<file path="config.mk">
export PLATFORM = sky130hd
export DESIGN_NAME = hcbe_cell
export DESIGN_NICKNAME = d
export VERILOG_FILES = /design/src/rtl/core/huffman_code_builder_encoder_core_macros.svh /design/src/rtl/core/hcbe_pkg.sv /design/src/rtl/core/hcbe_cell.sv
export SDC_FILE = /design/constraint.sdc
export NUM_CORES = 1
export LEC_CHECK = 0
export BUFFER_PORTS_ARGS = -buffer_cell sky130_fd_sc_hd__buf_2
export CAP_MARGIN = 5
export CORE_AREA = 5 5 94 139
export CTS_CLUSTER_SIZE = 20
export DETAILED_ROUTE_END_ITERATION = 10
export DIE_AREA = 0 0 99 144
export PLACE_DENSITY = 0.77
export SYNTH_ARGS = -nofsm -noshare
export SYNTH_HDL_FRONTEND = slang
export SYNTH_SLANG_ARGS = --single-unit
</file>
<file path="constraint.sdc">
create_clock -name clk -period 4.2 [get_ports clk]
set_input_delay 0.84 -clock clk [delete_from_list [all_inputs] [get_ports clk]]
set_output_delay 0.84 -clock clk [all_outputs]
set_load 0.03 [all_outputs]
</file>
<file path="src/rtl/core/huffman_code_builder_encoder_core_macros.svh">
// assertion macros for the huffman code builder and encoder core
`ifndef HUFFMAN_CODE_BUILDER_ENCODER_CORE_MACROS_SVH
`define HUFFMAN_CODE_BUILDER_ENCODER_CORE_MACROS_SVH
`ifndef SYNTH
`define HCBE_ASSERT_IMP(name, clk, rst_n, ante, cons) \
	name: assert property (@(posedge clk) disable iff (!rst_n) (ante) |-> (cons)) \
		else $error("hcbe assertion failed");
`define HCBE_ASSERT_NXT(name, clk, rst_n, ante, cons) \
	name: assert property (@(posedge clk) disable iff (!rst_n) (ante) |=> (cons)) \
		else $error("hcbe assertion failed");
`else
`define HCBE_ASSERT_IMP(name, clk, rst_n, ante, cons)
`define HCBE_ASSERT_NXT(name, clk, rst_n, ante, cons)
`endif
`endif

</file>
<file path="src/rtl/core/hcbe_pkg.sv">
// types and constants shared by the huffman code builder and encoder
`timescale 1ns / 1ps
package hcbe_pkg;
	localparam int WEIGHT_W = 41;
	localparam int ID_W     = 9;
	localparam int CODE_W   = 63;
	localparam int LEN_W    = 6;
	localparam int SYM_W    = 8;
	localparam int REQ_W    = 2;

	localparam logic [REQ_W-1:0] REQ_COUNT  = 2'd0;
	localparam logic [REQ_W-1:0] REQ_BUILD  = 2'd1;
	localparam logic [REQ_W-1:0] REQ_ENCODE = 2'd2;
	localparam logic [REQ_W-1:0] REQ_END    = 2'd3;

	localparam logic [SYM_W-1:0] END_SYMBOL = 8'd4;
	localparam logic [LEN_W-1:0] LEN_MAX    = 6'd63;

	localparam logic [1:0] CH_HOLD = 2'd0;
	localparam logic [1:0] CH_CLR  = 2'd1;
	localparam logic [1:0] CH_INS  = 2'd2;
	localparam logic [1:0] CH_MRG  = 2'd3;

	typedef struct packed {
		logic                vld;
		logic [WEIGHT_W-1:0] weight;
		logic [ID_W-1:0]     id;
	} node_t;

	typedef struct packed {
		node_t node;
		logic  lt;
	} link_t;

	typedef struct packed {
		logic [1:0] op;
		node_t      nn;
	} chain_cmd_t;

	localparam link_t LINK_NONE = '0;
	localparam link_t LINK_HEAD = '{node: '0, lt: 1'b1};
endpackage

</file>
<file path="src/rtl/core/hcbe_cell.sv">
// one cell of the sorted node chain
`timescale 1ns / 1ps
module hcbe_cell import hcbe_pkg::*; (
	input  logic       clk,
	input  logic       arst_n,
	input  chain_cmd_t cmd,
	input  logic       head,
	input  link_t      prev1,
	input  link_t      next1,
	input  link_t      next2,
	output link_t      self
);
	logic                vld_q;
	logic [WEIGHT_W-1:0] weight_q;
	logic [ID_W-1:0]     id_q;
	node_t               node_d;

	assign self.node = '{vld: vld_q, weight: weight_q, id: id_q};
	// new node has the highest sequence number, so a tie keeps the old node ahead
	assign self.lt = vld_q && (weight_q <= cmd.nn.weight);

	always_comb begin
		node_d = self.node;
		case (cmd.op)
			CH_CLR: begin
				node_d.vld = 1'b0;
			end
			CH_INS: begin
				if (!self.lt) begin
					node_d = prev1.lt ? cmd.nn : prev1.node;
				end
			end
			CH_MRG: begin
				// two lowest leave the head, everything moves up by two around the new node
				if (next2.lt) begin
					node_d = next2.node;
				end else if (head || next1.lt) begin
					node_d = cmd.nn;
				end else begin
					node_d = next1.node;
				end
			end
			default: begin
				node_d = self.node;
			end
		endcase
	end

	always_ff @(posedge clk or negedge arst_n) begin
		if (!arst_n) begin
			vld_q <= 1'b0;
		end else begin
			vld_q <= node_d.vld;
		end
	end

	always_ff @(posedge clk) begin
		weight_q <= node_d.weight;
		id_q     <= node_d.id;
	end
endmodule

</file>
==> flow_summary.yaml <==
sta:
  tightest_slew_ns: 1.090
  fin_crit_ns: 3.705
  max_freq_mhz: 269.9
  whs_ns: 0.3164
  relSlewSlack_pct: 27.33
  setup_viol: 0
  finalSetupTns_ns: 0
  rsz0062_at_grt: "false"
  hold_viol_final: 0
  skew_ns: 0.003569
  fin_crit_sh_pct: 88.21
  drv_slew: 0
grt:
  grt_pass1_wl_mm: 25.45
  grt_pass1_vias: 5284
  antenna_found_initial: 1
  grt_overflow_total: 0
  grt_max_degree: 101
  grt_use_total_pct: 21.97
yosys:
  yosysSeqAreaShare_pct: 32.79
  synth-simple-area-share_pct: 8.465
  synth.ff_latch_count: 51
  synth_top_family_by_area: "compound AO/OA/AOI/OAI gates"
  synth_mux_area_share_pct: 11.18
  syn_area_um2: 4656
  synth-xor-area-share_pct: 0
  syn_nets: 817
  synth_warnings: 0
  synthCells: 564
  synth_adder_area_share_pct: 11.02
  avgSynthCellArea_um2: 8.255
  synth_compound_area_share_pct: 29.37
  netlist-cell-type-count: 29
critical_path:
  r2r_start: "weight_q[36]$_DFFE_PP_"
  critPathKind: "input pin to primary output"
  worstRegToRegCells: 8
  cp_data_arrival_time_ns: 2.86
  crit_path_cell_trace: "buf_2 -> inv_1 -> ha_1 -> a22o_1 -> o41ai_2 -> a21oi_1 -> or4_1 -> a21boi_1 -> buf_2"
  critPathTopFamily: "compound AO/OA/AOI/OAI gates"
  critical-path-max-stage-delay_ns: 0.48
  r2r_slack_ns: 1.31
  cp_max_fo: 3
  crit_buf_inv: 3
  crit_path_top_delay_cell: "or4_1"
  r2r_end: "id_q[4]$_DFFE_PP_"
  critPathRequiredTime_ns: 3.36
  crit_path_end_kind: "primary output"
  crit_top_cell: "buf_2"
  critPathLaunchType: "input pin"
detailed_routing:
  via_count: 5204
  ant_nets: 0
  viasPerCell: 5.472
  drt_first_pass_iters: 5
  drt_wl_total_mm: 16.52
  drc: 0
  wl_per_cell_um: 17.37
  drtIter0Drc: 175
placement:
  port_buffers: 263
  hpwl_mm: 12.52
  routabilityCongestion: 0.8615
  dp.cells: 942
min_path:
  hold_path.class: "input pin to asynchronous set/reset pin"
final_layout:
  final_cell_mix: "buf_2, a21oi_1, nand2_1"
  final_common_cell: "buf_2"
  layout.cells.non_filler: 951
  drive_gt1_share_pct: 35.26
  fill_cells: 1163
  layout.nets: 1049
  area_growth_pct: 33.38
cts:
  post_cts.repair.setup_buffers: 0
  worstSkewPairLatency_ns: 0.29
  htree_levels: 2
  cts_root_buf: "clkbuf_16"
  cts_buffers: 5
  ctsLongestPathBuffers: 2
  cts_hold_buf: 0
  clkSlewWorstSetupHoldPaths_ns: 0.07
  cts_sinks: 51
  cts_resized: 0
  cts_tree: "yes"
power:
  swShare_pct: 37.01
  power_density_nw_per_um2: 286.9
  p_leak_nw: 2.931
  switchingPower_w: 0.0006594
  p_clk_share_pct: 22.9
  power_frac_seq_pct: 38.1
  ir_drop_mv: 0.1616
  p_comb_share_pct: 39.0
  internal_power_w: 0.001122
floorplan:
  ioPinCount: 264
  coreArea_um2: 11830
  initial_utilization_pct: 39.35
  rows: 49
  dieArea_um2: 14260
  die_w_um: 99
  fp.dieH_um: 144
run:
  cap_violations: 0
status:
  status: "completed"
[area by class of cell]
cell class                 instances  area [µm²]  area share [%]
clock inverter                     3       15.01          0.2418
sequential                        51        1526           24.58
inverter                          45       168.9           2.720
timing repair buffer             268        1359           21.88
tap                              153       191.4           3.083
multi-input combinational        425        2821           45.44
clock buffer                       5       125.1           2.015
antenna                            1       2.502         0.04030
[sequential cells by signal (all words and copies together) (netlist names)]
| signal | count |
|---|---|
| vld_q | 1 |
| id_q | 9 |
| weight_q | 41 |
[metrics by stage]
stage | power [W] | util, % | area, µm² | worst slack (ns)
4_1_cts | 0.001798 | 52.46 | 6207 | 0.4669
3_5_place_dp | 0.001388 | 51.27 | 6067 | 0.4710
3_3_place_gp | 0.001373 | 51.27 | 6067 | 0.4970
6_report | 0.001781 | 52.48 | 6210 | 0.4953
2_1_floorplan | 0.001121 | - | 4656 | 0.1926
5_1_grt | 0.001888 | 52.48 | 6210 | 0.3801
[cells by family after synthesis]
logic type,count (synthesis)
muxes,52
and+or+nand+nor,90
adders and majority gates,41
DFF,51
AOI/OAI and AO/OA,242
buffers and inverters,88
[worst max-delay path by stage]
stage	startpoint	end	slack (ns)	depth (start not counted)
after floorplan	cmd[49]	id_q[0]$_DFFE_PP_	0.19	8
after global placement	cmd[15]	self[0]	0.50	9
after detailed placement	cmd[15]	self[0]	0.47	9
after CTS	cmd[15]	self[0]	0.47	9
after global routing	cmd[15]	self[0]	0.38	9
final	cmd[15]	self[0]	0.50	9
[synth_stat cells, drive strengths merged]
master	count	area, µm²
a21oi	123	615.6
nand2	64	240.2
o21ai	62	310.3
mux2i	52	520.5
a211oi	50	375.4
edfxtp	50	1501
inv	45	168.9
ha	41	513.0
clkbuf	39	146.4
nand4	7	43.79
nor2	5	18.77
buf	4	18.77
nand3	4	20.02
nor3	3	15.01
a22o	2	17.52
o41ai	2	25.03
a21boi	1	7.510
a221oi	1	8.760
and2	1	6.260
and4	1	8.760
dfrtp	1	25.02
nand2b	1	6.260
nor2b	1	6.260
nor4	1	12.51
nor4b	1	8.760
o211ai	1	7.510
or4	1	7.510
[power groups by stage]
stage          registers [W]  logic (W)  clock network, W
6_report            0.000679   0.000694          0.000408
4_1_cts             0.000680   0.000699          0.000420
2_1_floorplan       0.000819   0.000302                 0
5_1_grt             0.000688   0.000763          0.000437
3_5_place_dp        0.000691   0.000697                 0
3_3_place_gp        0.000688   0.000684                 0
[per-layer routing]
| layer | up-vias | part of all wire [%] | GRT usage [%] |
|---|---|---|---|
| li1 | 2562 | - | - |
| met1 | 2376 | 39 | 24.89 |
| met2 | 232 | 52 | 40.55 |
| met3 | 34 | 7.3 | 4.295 |
| met4 | 0 | 2.7 | 8.129 |
| met5 | - | 0 | 0 |
(Power assumes the default switching activity.)
